==> src/rtl/assert_macros.svh <==
// ---------------------------------------------------------------------------
// assert_macros.svh
// concurrent assertion helpers, empty under synthesis
// ---------------------------------------------------------------------------
`ifndef ASSERT_MACROS_SVH
`define ASSERT_MACROS_SVH

`ifndef SYNTHESIS

`define HFDN_ASSERT_IMP(label, ck, rn, ante, cons) \
  label: assert property (@(posedge ck) disable iff (!rn) (ante) |-> (cons)) \
    else $error("assertion failed: same-cycle implication");

`define HFDN_ASSERT_NXT(label, ck, rn, ante, cons) \
  label: assert property (@(posedge ck) disable iff (!rn) (ante) |=> (cons)) \
    else $error("assertion failed: next-cycle implication");

`else

`define HFDN_ASSERT_IMP(label, ck, rn, ante, cons)

`define HFDN_ASSERT_NXT(label, ck, rn, ante, cons)

`endif

`endif

==> src/rtl/hfdn_pkg.sv <==
// ---------------------------------------------------------------------------
// hfdn_pkg
// shared types and constants of the hadamard feedback delay network
// ---------------------------------------------------------------------------
package hfdn_pkg;

  localparam int CHANNELS      = 4;
  localparam int CH_BITS       = 2;
  localparam int GAIN_BITS     = 16;
  localparam int FRAC_BITS     = 14;
  localparam int ROUND_BIAS    = 8192;
  localparam int CFG_IDX_BITS  = 8;
  localparam int CFG_DATA_BITS = 64;
  localparam int DELAY_REG_BITS = 60;
  localparam int SLOT_BITS     = 16;
  localparam int OUT_DEPTH     = 4;
  localparam int OUT_PTR_BITS  = 2;
  localparam int INFLIGHT_BITS = 3;

  localparam logic [DELAY_REG_BITS-1:0] DELAY_RESET = 60'h0FFF0FFF0FFF0FFF;

  typedef enum logic [CFG_IDX_BITS-1:0] {
    REG_DELAY_TAPS     = 8'd0,
    REG_INPUT_GAINS    = 8'd1,
    REG_FEEDBACK_GAINS = 8'd2,
    REG_OUTPUT_GAINS   = 8'd3
  } hfdn_reg_t;

  typedef logic signed [GAIN_BITS-1:0] gain_t;

  typedef struct packed {
    gain_t [CHANNELS-1:0] ig;
    gain_t [CHANNELS-1:0] fb;
    gain_t [CHANNELS-1:0] og;
  } hfdn_gains_t;

  typedef struct packed {
    logic               busy;
    logic [CH_BITS-1:0] phase;
  } hfdn_seq_t;

  // set bit c of row k where the mix sign of tap c is negative
  localparam logic [CHANNELS-1:0][CHANNELS-1:0] MIX_NEG = '{
    4'b1001,
    4'b0011,
    4'b1010,
    4'b0000
  };

  localparam gain_t FB_MAX = 16'sd16384;
  localparam gain_t FB_MIN = -16'sd16384;

endpackage

==> src/rtl/hfdn_cfg_if.sv <==
// ---------------------------------------------------------------------------
// hfdn_cfg_if
// register write channel, valid/ready with index and data
// ---------------------------------------------------------------------------
interface hfdn_cfg_if import hfdn_pkg::*; ();
  logic                     valid;
  logic                     ready;
  logic [CFG_IDX_BITS-1:0]  index;
  logic [CFG_DATA_BITS-1:0] data;

  modport source (output valid, output index, output data, input ready);
  modport sink   (input valid, input index, input data, output ready);
endinterface

==> src/rtl/hfdn_cfg_regs.sv <==
// ---------------------------------------------------------------------------
// hfdn_cfg_regs
// configuration registers with delay and feedback gain clamping
// ---------------------------------------------------------------------------
module hfdn_cfg_regs import hfdn_pkg::*; #(
  parameter int LINE_DEPTH = 4096,
  localparam int AW        = $clog2(LINE_DEPTH)
) (
  input  logic                         clk,
  input  logic                         rst_n,
  hfdn_cfg_if.sink                     cfg_chan,
  output hfdn_gains_t                  gains,
  output logic [CHANNELS-1:0][AW-1:0]  delays
);

  localparam logic [SLOT_BITS:0] DMAX = (SLOT_BITS+1)'(LINE_DEPTH - 1);

  logic [DELAY_REG_BITS-1:0] delay_taps_r;
  logic [CFG_DATA_BITS-1:0]  input_gains_r;
  logic [CFG_DATA_BITS-1:0]  feedback_gains_r;
  logic [CFG_DATA_BITS-1:0]  output_gains_r;
  logic                      wr;
  logic [SLOT_BITS-1:0]      slot [CHANNELS];

  assign cfg_chan.ready = 1'b1;
  assign wr = cfg_chan.valid && cfg_chan.ready;

  always_ff @(posedge clk) begin
    if (!rst_n) begin
      delay_taps_r     <= DELAY_RESET;
      input_gains_r    <= '0;
      feedback_gains_r <= '0;
      output_gains_r   <= '0;
    end else if (wr) begin
      case (cfg_chan.index)
        REG_DELAY_TAPS:     delay_taps_r     <= cfg_chan.data[DELAY_REG_BITS-1:0];
        REG_INPUT_GAINS:    input_gains_r    <= cfg_chan.data;
        REG_FEEDBACK_GAINS: feedback_gains_r <= cfg_chan.data;
        REG_OUTPUT_GAINS:   output_gains_r   <= cfg_chan.data;
        default: ;
      endcase
    end
  end

  always_comb begin
    for (int c = 0; c < CHANNELS; c++) begin
      if (c < CHANNELS - 1) begin
        slot[c] = delay_taps_r[SLOT_BITS*c +: SLOT_BITS];
      end else begin
        slot[c] = SLOT_BITS'(delay_taps_r[DELAY_REG_BITS-1:SLOT_BITS*(CHANNELS-1)]);
      end
      if (slot[c] == '0) begin
        delays[c] = AW'(1);
      end else if ({1'b0, slot[c]} > DMAX) begin
        delays[c] = DMAX[AW-1:0];
      end else begin
        delays[c] = slot[c][AW-1:0];
      end

      gains.ig[c] = input_gains_r[GAIN_BITS*c +: GAIN_BITS];
      gains.og[c] = output_gains_r[GAIN_BITS*c +: GAIN_BITS];
      gains.fb[c] = feedback_gains_r[GAIN_BITS*c +: GAIN_BITS];
      if ($signed(gains.fb[c]) > FB_MAX) begin
        gains.fb[c] = FB_MAX;
      end else if ($signed(gains.fb[c]) < FB_MIN) begin
        gains.fb[c] = FB_MIN;
      end
    end
  end

endmodule

==> src/flat_wrapper.sv <==
// flat-port wrapper written by rule: the top's interface ports become plain ports
module hfdn_cfg_regs_flat import hfdn_pkg::*;
#(
  parameter int LINE_DEPTH = 4096,
  localparam int AW        = $clog2(LINE_DEPTH)
)
  (clk, rst_n, gains, delays, cfg_chan_valid, cfg_chan_index, cfg_chan_data, cfg_chan_ready);
  hfdn_cfg_if cfg_chan_i ();
  input  logic clk;
  input  logic rst_n;
  output hfdn_gains_t gains;
  output logic [CHANNELS-1:0][AW-1:0] delays;
  input wire logic [$bits(cfg_chan_i.valid)-1:0] cfg_chan_valid;
  input wire logic [$bits(cfg_chan_i.index)-1:0] cfg_chan_index;
  input wire logic [$bits(cfg_chan_i.data)-1:0] cfg_chan_data;
  output wire logic [$bits(cfg_chan_i.ready)-1:0] cfg_chan_ready;
  assign cfg_chan_i.valid = cfg_chan_valid;
  assign cfg_chan_i.index = cfg_chan_index;
  assign cfg_chan_i.data = cfg_chan_data;
  assign cfg_chan_ready = cfg_chan_i.ready;
  hfdn_cfg_regs #(.LINE_DEPTH(LINE_DEPTH)) u_core (.clk(clk), .rst_n(rst_n), .cfg_chan(cfg_chan_i), .gains(gains), .delays(delays));
endmodule
==> config.mk <==
export PLATFORM = sky130hd
export DESIGN_NAME = hfdn_cfg_regs_flat
export DESIGN_NICKNAME = d
export VERILOG_FILES = /design/src/rtl/assert_macros.svh /design/src/rtl/hfdn_pkg.sv /design/src/rtl/hfdn_cfg_if.sv /design/src/rtl/hfdn_cfg_regs.sv /design/src/flat_wrapper.sv
export SDC_FILE = /design/constraint.sdc
export NUM_CORES = 1
export LEC_CHECK = 0
export ABC_AREA = 1
export BUFFER_PORTS_ARGS = -buffer_cell sky130_fd_sc_hd__buf_2
export CORE_MARGIN = 2
export CORE_UTILIZATION = 45
export DETAILED_ROUTE_END_ITERATION = 6
export PLACE_DENSITY = 0.7
export SYNTH_ARGS = -nofsm -noshare
export SYNTH_HDL_FRONTEND = slang
export SYNTH_SLANG_ARGS = --single-unit
export TNS_END_PERCENT = 5
==> constraint.sdc <==
create_clock -name clk -period 1.6 [get_ports clk]
set_input_delay 0.32 -clock clk [delete_from_list [all_inputs] [get_ports clk]]
set_output_delay 0.32 -clock clk [all_outputs]
set_load 0.005 [all_outputs]
-- Word level (Yosys, flattened, before mapping)
Index checks and enable logic that the tools add are counted.
- flip-flop bits (word level): 252
- output and inout bits: 241
- logic and storage cells: 44
- $lt $le $gt $ge: 12
- equality and inequality tests: 3
- multiplexer cells: 16
- reduce and logical (&&, ||, !) cells: 9
- operator list (kind ; count):
    16-bit two-way mux ; 8
    12-bit two-way mux ; 8
    16-bit greater-than comparator (second input constant) ; 4
    16-bit logical NOT ; 4
    16-bit by 15-bit < comparator with 1-bit output (second input constant) ; 4
    16-bit by 12-bit greater-than comparator with 1-bit output (second input constant) ; 3
    8-bit by 2-bit equality test with 1-bit output (second input constant) ; 2
    12-bit greater-than comparator (second input constant) ; 1
    8-bit by 1-bit equality test with 1-bit output (second input constant) ; 1
    8-bit logical NOT ; 1
    2-bit AND reduction ; 4

-- Logic depth before layout (Yosys ltp)
Gate-level depths: netlist (run 1).
- depth after elaboration: 3
- mapped depth: 8

-- Worst setup path after synthesis (run 1)
OpenSTA, ideal clock, no wires.
- kind: reg2out
- from: reg u_core.feedback_gains_r[32]
- to: out gains[100] (netlist name)
- arrival time: 1.141 ns
- slack: 0.139 ns
- cell stages (with the launch flop): 6
- path through: dfxtp_1 -> or2_2 -> nor2_1 -> nand2_1 -> clkbuf_1 -> a21oi_1
- RTL lines (element ; line ; RTL):
    start, declared ; hfdn_cfg_regs.sv:20 ; logic [CFG_DATA_BITS-1:0] feedback_gains_r;
    start signal, assigned ; hfdn_cfg_regs.sv:38 ; REG_FEEDBACK_GAINS: feedback_gains_r <= cfg_chan.data;
    end, declared ; flat_wrapper.sv:11 ; output hfdn_gains_t gains;

==> results of run 1 <==
-- what timing repair did --
action	CTS	global route
gates cloned	1	0
pin swaps	19	18
resized for setup	83	41
endpoints found under the hold margin	15	0
setup endpoints to repair	97	96
setup buffers	1	0
hold buffers	15	0
-- flip-flops by register name, summed over array words and instances (netlist names) --
name and flops:
u_core.feedback_gains_r 64, u_core.input_gains_r 64, u_core.output_gains_r 64, u_core.delay_taps_r 60
-- layout by cell type, fill, tap and decap left out, drive strengths merged --
| cell | synthesis | final |
|---|---|---|
| nand3 | 259 | 259 |
| conb | 1 | 1 |
| buf | 80 | 365 |
| nand2 | 425 | 426 |
| nor2 | 472 | 472 |
| bufinv | 0 | 3 |
| nand4 | 9 | 9 |
| diode | 0 | 3 |
| clkinv | 0 | 6 |
| a21oi | 56 | 56 |
| inv | 112 | 110 |
| dfxtp | 252 | 252 |
| dlygate4sd3 | 0 | 15 |
| clkbuf | 49 | 41 |
| clkinvlp | 0 | 2 |
| nor3 | 2 | 2 |
| or2 | 8 | 8 |
-- path summary, 6_finish.rpt --
path / slack (ns) / from / to / cells past startpoint
worst max register to register: 0.88 / u_core.feedback_gains_r[40] / u_core.feedback_gains_r[40] / 3
worst min register to register: 0.46 / u_core.delay_taps_r[3] / u_core.delay_taps_r[3] / 2
worst max-delay path: -0.41 / u_core.feedback_gains_r[48] / gains[125] / 6
worst min-delay path: 0.01 / cfg_chan_data[2] / u_core.delay_taps_r[2] / 3
-- area by class of cell --
cell class,instances,area (um2),share of cell area
Antenna cell,3,7.51,0.000508
Clock buffer,41,861,0.0583
Clock inverter,9,129,0.00873
Inverter,112,434,0.0294
Multi-Input combinational cell,1233,5410,0.366
Sequential cell,252,5080,0.344
Tap cell,324,405,0.0275
Timing Repair Buffer,380,2440,0.165
-- tightest hold or removal path, stage by stage --
cell     delay, ns
buf_2         0.09
nand2_1       0.05
nand3_1       0.08
-- cells by family (layout without fill, tap and decap cells) --
| logic type | Yosys count | count (layout) | share of synthesized area |
|---|---|---|---|
| other | 1 | 4 | 0.000332 |
| flip-flops | 252 | 252 | 0.447 |
| buffers and inverters | 241 | 542 | 0.0990 |
| AO/OA/AOI/OAI | 56 | 56 | 0.0248 |
| AND/OR/NAND/NOR | 1175 | 1176 | 0.429 |
-- per-layer routing --
layer	global-route usage	vias up
met2	0.442	439
met4	0.0792	0
met5	0	-
met3	0.0451	61
met1	0.324	5320
li1	-	5899
-- power groups by stage --
stage	Combinational [mW]	Clock [mW]	Sequential, mW
CTS	0.741	6.93	6.30
detailed placement	0.693	0	6.44
finish	0.748	6.83	6.30
global placement	0.691	0	6.44
global route	0.827	7.18	6.29
floorplan	0.395	0	6.44
-- per-stage QoR --
step	setup WS, ns	total power [mW]	std cells	utilization	hold WS (ns)
after floorplan	0.139	6.83	1725	-	0.429
after global placement	-0.0921	7.13	2284	0.542	0.438
after detailed placement	-0.0868	7.13	2284	0.542	0.442
after CTS	-0.408	14.0	2351	0.599	0.00173
after global routing	-0.493	14.3	2354	0.604	0.0148
final	-0.413	13.9	2354	0.604	0.0135
==> flow_summary.json, run 1 <==
{
  "design_area_um2": 14800,
  "clkPwrFrac": 0.492,
  "synth_top_cell_area_share": 0.447,
  "h-tree-depth": 1,
  "via_per_inst": 4.98,
  "core-area_um2": 24500,
  "worstMarginPinSlew_ns": 0.517,
  "cts_buffer_depth": 3,
  "rsz0062_at_grt": "yes",
  "drive_gt1_frac": 0.261,
  "syn_inst": 1725,
  "slowest_stage": "dfxtp_2",
  "grt_pass1_wl_um": 54700,
  "start_util": 0.461,
  "initialDrtViolationCount": 781,
  "pwr_density_cell_nw_per_um2": 940,
  "wl_um": 35100,
  "grt_max_degree": 62,
  "startpoint_type": "register",
  "worstSetupPathType": "register to output port",
  "synth_commonest_cells": "nor2_1, nand2_1, nand3_1",
  "cp_cell_sequence": "or2_4, nor2_4, nand2_2, buf_6, a21oi_2, buf_2",
  "antenna_found_initial": 3,
  "p_sw_mw": 3.13,
  "io_pins": 316,
  "end_kind": "output port",
  "power.share.combinational": 0.054,
  "nets": 2082,
  "status": "finished, violations left",
  "clkSlewWorstSetupHoldPaths_ns": 0.06,
  "fin_ws_ns": -0.413,
  "clock_sinks": 252,
  "wl_met2_um": 17100,
  "slowest_delay_ns": 0.32,
  "intPower_mw": 10.7,
  "vias": 11700,
  "clk-insertion-delay-late_ns": 0.55,
  "die_w_um": 162,
  "p_leak_nw": 7.31,
  "syn_nets": 1800,
  "skew_ns": 0,
  "max_freq_mhz": 497,
  "dr.pass1.iters": 5,
  "setup_viol": 96,
  "violations": "negative setup slack",
  "seq_area_frac_synth": 0.447,
  "path_buf_inv": 2,
  "route.met3.wl_um": 2600,
  "slew-limit-headroom": 0.655,
  "wl_met1_um": 14600,
  "cts-root-buf": "clkbuf_16",
  "fin_crit_ns": 2.01,
  "peakVddDrop_mv": 0.996,
  "synth_edf_count": 0,
  "routedWlPerCell_um": 14.9,
  "placed_area_um2": 13200,
  "yosys_warnings": 0,
  "synth_ff_type": "dfxtp_1",
  "syn_area_um2": 11300,
  "n_fill_cell": 2285,
  "grt_usage": 0.255,
  "ant_nets": 0,
  "swShare": 0.225,
  "die_h_um": 162,
  "synth-seq-cells": 252,
  "avgSynthCellArea_um2": 6.54,
  "critPathTopFamily": "simple AND/OR/NAND/NOR gates",
  "placementRows": 57,
  "synth.area.top_cells": "dfxtp_1, nor2_1, nand2_1",
  "cts_tree": "built",
  "dp_hpwl_um": 23700,
  "setup_tns_ns": -25.39,
  "pwr-share-seq": 0.454,
  "synthToLayoutAreaGrowth_pct": 30.9,
  "max_cap_violations": 0,
  "finalHoldViolCount": 0,
  "highest_layer": "met4",
  "grt_pass1_vias": 10700,
  "slew_viol_final": 0,
  "async_flop_share": 0,
  "fp.dieArea_um2": 26400,
  "gp_congestion": 0.843,
  "synthDistinctLibCells": 19,
  "cp.required_ns": 1.28,
  "synthMostInstantiatedCell": "nor2_1",
  "yosysTopAreaCell": "dfxtp_1",
  "holdCritPathClass": "primary input to register",
  "cp_max_fo": 8,
  "cts_buffers": 28,
  "grt.overflow.total": 0,
  "cp.arrival_ns": 1.69,
  "fin_crit_sh": 1.26,
  "portBuffers": 314,
  "drc": 0
}
(Power assumes the default switching activity.)
==> run 2: changes to the inputs <==
--- a/config.mk
+++ b/config.mk
@@ -9,6 +9,8 @@
 export BUFFER_PORTS_ARGS = -buffer_cell sky130_fd_sc_hd__buf_2
+export CELL_PAD_IN_SITES_DETAIL_PLACEMENT = 0
+export CELL_PAD_IN_SITES_GLOBAL_PLACEMENT = 1
 export CORE_MARGIN = 2
-export CORE_UTILIZATION = 45
+export CORE_UTILIZATION = 36
 export DETAILED_ROUTE_END_ITERATION = 6
-export PLACE_DENSITY = 0.7
+export PLACE_DENSITY_LB_ADDON = 0.1
 export SYNTH_ARGS = -nofsm -noshare
==> constraint.sdc (replaced) <==
create_clock -name clk -period 1.6 [get_ports clk]
set_input_delay 0.16 -clock clk [delete_from_list [all_inputs] [get_ports clk]]
set_output_delay 0.16 -clock clk [all_outputs]
set_load 0.005 [all_outputs]
==> run 2 against run 1 <==
  * Maximum frequency is 11% higher
  * Clock skew stayed put
  * Clock power is 0.6% higher
  * Core utilization is 11 points lower
  * Largest cell class unchanged
  * The flow still finishes with violations (negative setup slack)
  * Sequential power hardly changed
  * Sequential share of layout area is 1.2 points lower
  * Worst hold slack better by 0.014 ns
  * Worst setup slack better by 0.19 ns
  * Power is 0.94% higher
  * Critical path type unchanged
  * Die area is 24% higher
  * Critical path depth is 1 lower
  * Combinational power is 12% higher
==> flow_summary.json, run 2 (same netlist as run 1, synthesis figures left out) <==
{
  "grt.overflow.total": 0,
  "fin_crit_sh": 1.14,
  "synthToLayoutAreaGrowth_pct": 35.2,
  "cp.arrival_ns": 1.66,
  "setup_viol": 78,
  "top_usage_layer": "met2",
  "fin_crit_ns": 1.82,
  "slew_viol_final": 0,
  "slowest_stage": "dfxtp_1",
  "final_cell_mix": "nor2_1, nand2_1, buf_2",
  "grt_pass1_vias": 10900,
  "die_h_um": 181,
  "total_power_mw": 14.0,
  "clock_sinks": 252,
  "grt_usage": 0.223,
  "clkSlewWorstSetupHoldPaths_ns": 0.06,
  "worstSetupPathType": "register to output port",
  "cp.required_ns": 1.44,
  "ant_nets": 0,
  "antenna_found_initial": 1,
  "cts_buffer_depth": 3,
  "rsz0062_at_grt": "yes",
  "die_w_um": 181,
  "layout_commonest_cell": "nor2_1",
  "startpoint_type": "register",
  "end_kind": "output port",
  "peakVddDrop_mv": 0.807,
  "design_area_um2": 15300,
  "status": "finished, violations left",
  "p_leak_nw": 7.50,
  "routedWlPerCell_um": 15.3,
  "gp_congestion": 0.777,
  "slowest_delay_ns": 0.31,
  "cp_max_fo": 7,
  "dp_hpwl_um": 26100,
  "via_per_inst": 4.74,
  "pwr_density_cell_nw_per_um2": 918,
  "fin_ws_ns": -0.219,
  "drive_gt1_frac": 0.255,
  "cts-root-buf": "clkbuf_16",
  "skew_ns": 0,
  "finalHoldViolCount": 0,
  "holdCritPathClass": "primary input to register",
  "start_util": 0.367,
  "met1_usage": 0.312,
  "path_buf_inv": 1,
  "cp_cell_sequence": "or2_4, nor2_4, nand2_4, a21oi_2, buf_2",
  "h-tree-depth": 1,
  "cts_buffers": 29,
  "wl_um": 37800,
  "grt_pass1_wl_um": 59300,
  "clk-insertion-delay-late_ns": 0.54,
  "largest_registers": "u_core.feedback_gains_r x64, u_core.input_gains_r x64, u_core.output_gains_r x64",
  "portBuffers": 314,
  "cts_tree": "built",
  "core-area_um2": 30700,
  "fp.dieArea_um2": 32800,
  "placementRows": 64,
  "grtUsageMet2": 0.362,
  "initialDrtViolationCount": 666,
  "hold_ws_ns": 0.0272,
  "nets": 2122,
  "post-route-util": 0.496,
  "vias": 11700,
  "post-place-cells": 2353,
  "critPathTopFamily": "simple AND/OR/NAND/NOR gates",
  "placed_area_um2": 13300,
  "max_cap_violations": 0,
  "final_cells": 2464,
  "io_pins": 316,
  "violations": "negative setup slack",
  "max_freq_mhz": 550,
  "grt_max_degree": 67,
  "grt_use_met3": 0.0389,
  "drc": 0,
  "dr.pass1.iters": 6
}
run 2: layer usage:
layer	vias up	wire (um)
met2	319	17000
met3	38	2240
li1	5981	-
met1	5334	18000
met4	0	568
met5	-	0
run 2: tightest hold or removal path, stage by stage:
cell	delay [ns]
buf_2	0.08
inv_1	0.09
nand3_1	0.09
nand2_1	0.04
nor2_1	0.06
run 2: cell type report:
cell class	instances	area [um2]
Antenna cell	1	2.50
Inverter	112	429
Sequential cell	252	5070
Clock buffer	45	886
Timing Repair Buffer	416	2770
Multi-Input combinational cell	1236	5500
Tap cell	396	495
Clock inverter	6	105
Fill cell	3231	15500
run 2: timing repair:
item | in CTS | in global routing
pin swaps | 17 | 32
resized for setup | 95 | 34
gates cloned | 4 | 0
endpoints found under the hold margin | 85 | 0
buffers inserted | 0 | 2
endpoints found under the setup margin | 94 | 95
hold buffers | 53 | 0
run 2: path summary, 6_finish.rpt:
kind / from / endpoint / slack [ns] / cells past startpoint
setup / recovery: u_core.feedback_gains_r[0] / gains[66] / -0.22 / 5
hold / removal: cfg_chan_data[31] / u_core.delay_taps_r[31] / 0.03 / 5
setup reg to reg: u_core.feedback_gains_r[63] / u_core.feedback_gains_r[63] / 0.67 / 3
hold reg to reg: u_core.delay_taps_r[32] / u_core.delay_taps_r[32] / 0.46 / 2
run 2: power breakdown:
| group | internal (mW) | leakage (nW) | switching, mW |
|---|---|---|---|
| sequential | 6.29 | 2.04 | 0.00935 |
| combinational | 0.317 | 4.96 | 0.518 |
| clock | 4.24 | 0.490 | 2.63 |
| total | 10.8 | 7.50 | 3.15 |
run 2: metrics by stage:
| step | setup WS (ns) | TNS, ns |
|---|---|---|
| 3_5_place_dp | -0.0946 | -0.0946 |
| 5_1_grt | -0.310 | -18.45 |
| 2_1_floorplan | 0.299 | 0 |
| 4_1_cts | -0.231 | -12.47 |
| 6_report | -0.219 | -11.75 |
| 3_3_place_gp | -0.0958 | -0.0958 |
==> run 3: changes to the inputs <==
Settings changed: GPL_ROUTABILITY_DRIVEN from default to 0, HOLD_SLACK_MARGIN from default to 0.08.
==> run 3 against run 2 <==
  * The run still ends with negative setup slack left
  * Worst hold slack improved by 0.070 ns
  * Register-to-register slack barely moved
  * Die area did not move
  * Clock-buffer cell count did not move
  * Critical path depth did not move
  * Non-clock buffer count rose by 11
  * Critical endpoint unchanged
  * Largest cell class unchanged
==> flow_summary.json, run 3 (same netlist as run 1, synthesis figures left out) <==
{
  "status": "finished, violations left",
  "violations": "negative setup slack",
  "largest_registers": "u_core.feedback_gains_r x64, u_core.input_gains_r x64, u_core.output_gains_r x64",
  "slowest_delay_ns": 0.31,
  "grt.overflow.total": 0,
  "layout_commonest_cell": "nor2_1",
  "die_w_um": 181,
  "slew_viol_final": 0,
  "clkPwrFrac": 0.490,
  "cp.arrival_ns": 1.66,
  "peakVddDrop_mv": 0.805,
  "slowest_stage": "dfxtp_1",
  "startpoint_type": "register",
  "max_cap_violations": 0,
  "pwr-share-seq": 0.449,
  "drc": 0,
  "io_pins": 316,
  "grtUsageMet2": 0.362,
  "clk-insertion-delay-late_ns": 0.54,
  "via_per_inst": 4.72,
  "intPower_mw": 10.9,
  "dr.pass1.iters": 5,
  "p_sw_mw": 3.16,
  "max_freq_mhz": 549,
  "finalHoldViolCount": 0,
  "power.share.combinational": 0.061,
  "grt_pass1_wl_um": 59500,
  "cp_max_fo": 7,
  "grt_use_met3": 0.0383,
  "hold_ws_ns": 0.0970,
  "nets": 2133,
  "vias": 11700,
  "h-tree-depth": 1,
  "fp.dieArea_um2": 32800,
  "grt_pass1_vias": 10900,
  "final_cell_mix": "nor2_1, nand2_1, buf_2",
  "holdCritPathClass": "primary input to register",
  "clkSlewWorstSetupHoldPaths_ns": 0.06,
  "initialDrtViolationCount": 666,
  "cts-root-buf": "clkbuf_16",
  "fin_crit_sh": 1.14,
  "die_h_um": 181,
  "cp_cell_sequence": "or2_4, nor2_4, nand2_4, a21oi_2, buf_2",
  "cp.required_ns": 1.44,
  "grt_max_degree": 67,
  "grt_usage": 0.224,
  "drive_gt1_frac": 0.254,
  "routedWlPerCell_um": 15.3,
  "synthToLayoutAreaGrowth_pct": 36.2,
  "portBuffers": 314,
  "dp_hpwl_um": 26100,
  "cts_tree": "built",
  "fin_ws_ns": -0.222,
  "rsz0062_at_grt": "yes",
  "setup_viol": 77,
  "post-place-cells": 2353,
  "place_ws_ns": -0.0946,
  "met1_usage": 0.313,
  "final_cells": 2475,
  "wl_um": 37900,
  "fin_crit_ns": 1.82,
  "worstSetupPathType": "register to output port",
  "pwr_density_cell_nw_per_um2": 913,
  "ant_nets": 0,
  "swShare": 0.225,
  "post-route-util": 0.500,
  "antenna_found_initial": 1,
  "clock_sinks": 252,
  "skew_ns": 0,
  "p_leak_nw": 7.54,
  "cts_buffers": 29,
  "cts_buffer_depth": 3,
  "top_usage_layer": "met2",
  "placementRows": 64,
  "end_kind": "output port",
  "core-area_um2": 30700,
  "start_util": 0.367
}
[run 3: layout make-up]
class | instances | area [um2]
diodes | 1 | 2.50
repair buffers | 427 | 2880
clock inverters | 6 | 105
well taps | 396 | 495
inverters | 112 | 429
clock buffers | 45 | 886
flip-flops and latches | 252 | 5070
fillers | 3224 | 15400
multi-input cells | 1236 | 5500
[run 3: worst paths after layout]
kind	start	end	slack [ns]	depth (start not counted)
setup / recovery	u_core.feedback_gains_r[0]	gains[66]	-0.22	5
hold / removal	rst_n	u_core.delay_taps_r[26]	0.1	2
setup reg to reg	u_core.feedback_gains_r[63]	u_core.feedback_gains_r[63]	0.67	3
hold reg to reg	u_core.delay_taps_r[7]	u_core.delay_taps_r[7]	0.45	2
[run 3: routing by layer]
layer | share of wire | wire [um]
met2 | 0.45 | 17000
met1 | 0.48 | 18200
met3 | 0.057 | 2160
met5 | 0 | 0
met4 | 0.015 | 558
[run 3: metrics by stage]
step | cell area, um2 | power [mW] | setup TNS [ns]
6_report | 15400 | 14.0 | -11.75
5_1_grt | 15400 | 14.5 | -18.45
4_1_cts | 15300 | 14.2 | -12.47
3_5_place_dp | 13300 | 7.15 | -0.0946
3_3_place_gp | 13300 | 7.15 | -0.0958
2_1_floorplan | 11300 | 6.83 | 0
[run 3: what timing repair did]
item / CTS / global route
setup buffers: 0 / 2
pin swaps: 17 / 32
gates resized for setup: 95 / 34
hold buffers: 64 / 0
endpoints found under the setup margin: 94 / 95
hold endpoints to repair: 250 / 0
cloned: 4 / 0
[run 3: power groups by stage]
stage / Clock, mW / Sequential (mW) / Combinational [mW]
finish: 6.88 / 6.30 / 0.856
global route: 7.31 / 6.30 / 0.938
CTS: 7.00 / 6.30 / 0.855
detailed placement: 0 / 6.44 / 0.712
global placement: 0 / 6.44 / 0.713
floorplan: 0 / 6.44 / 0.395
[run 3: critical path, delay by kind of cell, from the launching register on]
family	cells	cell delay [ns]
buf+inv	1	0.12
simple gates	3	0.55
compound gates	1	0.14
flops	1	0.31
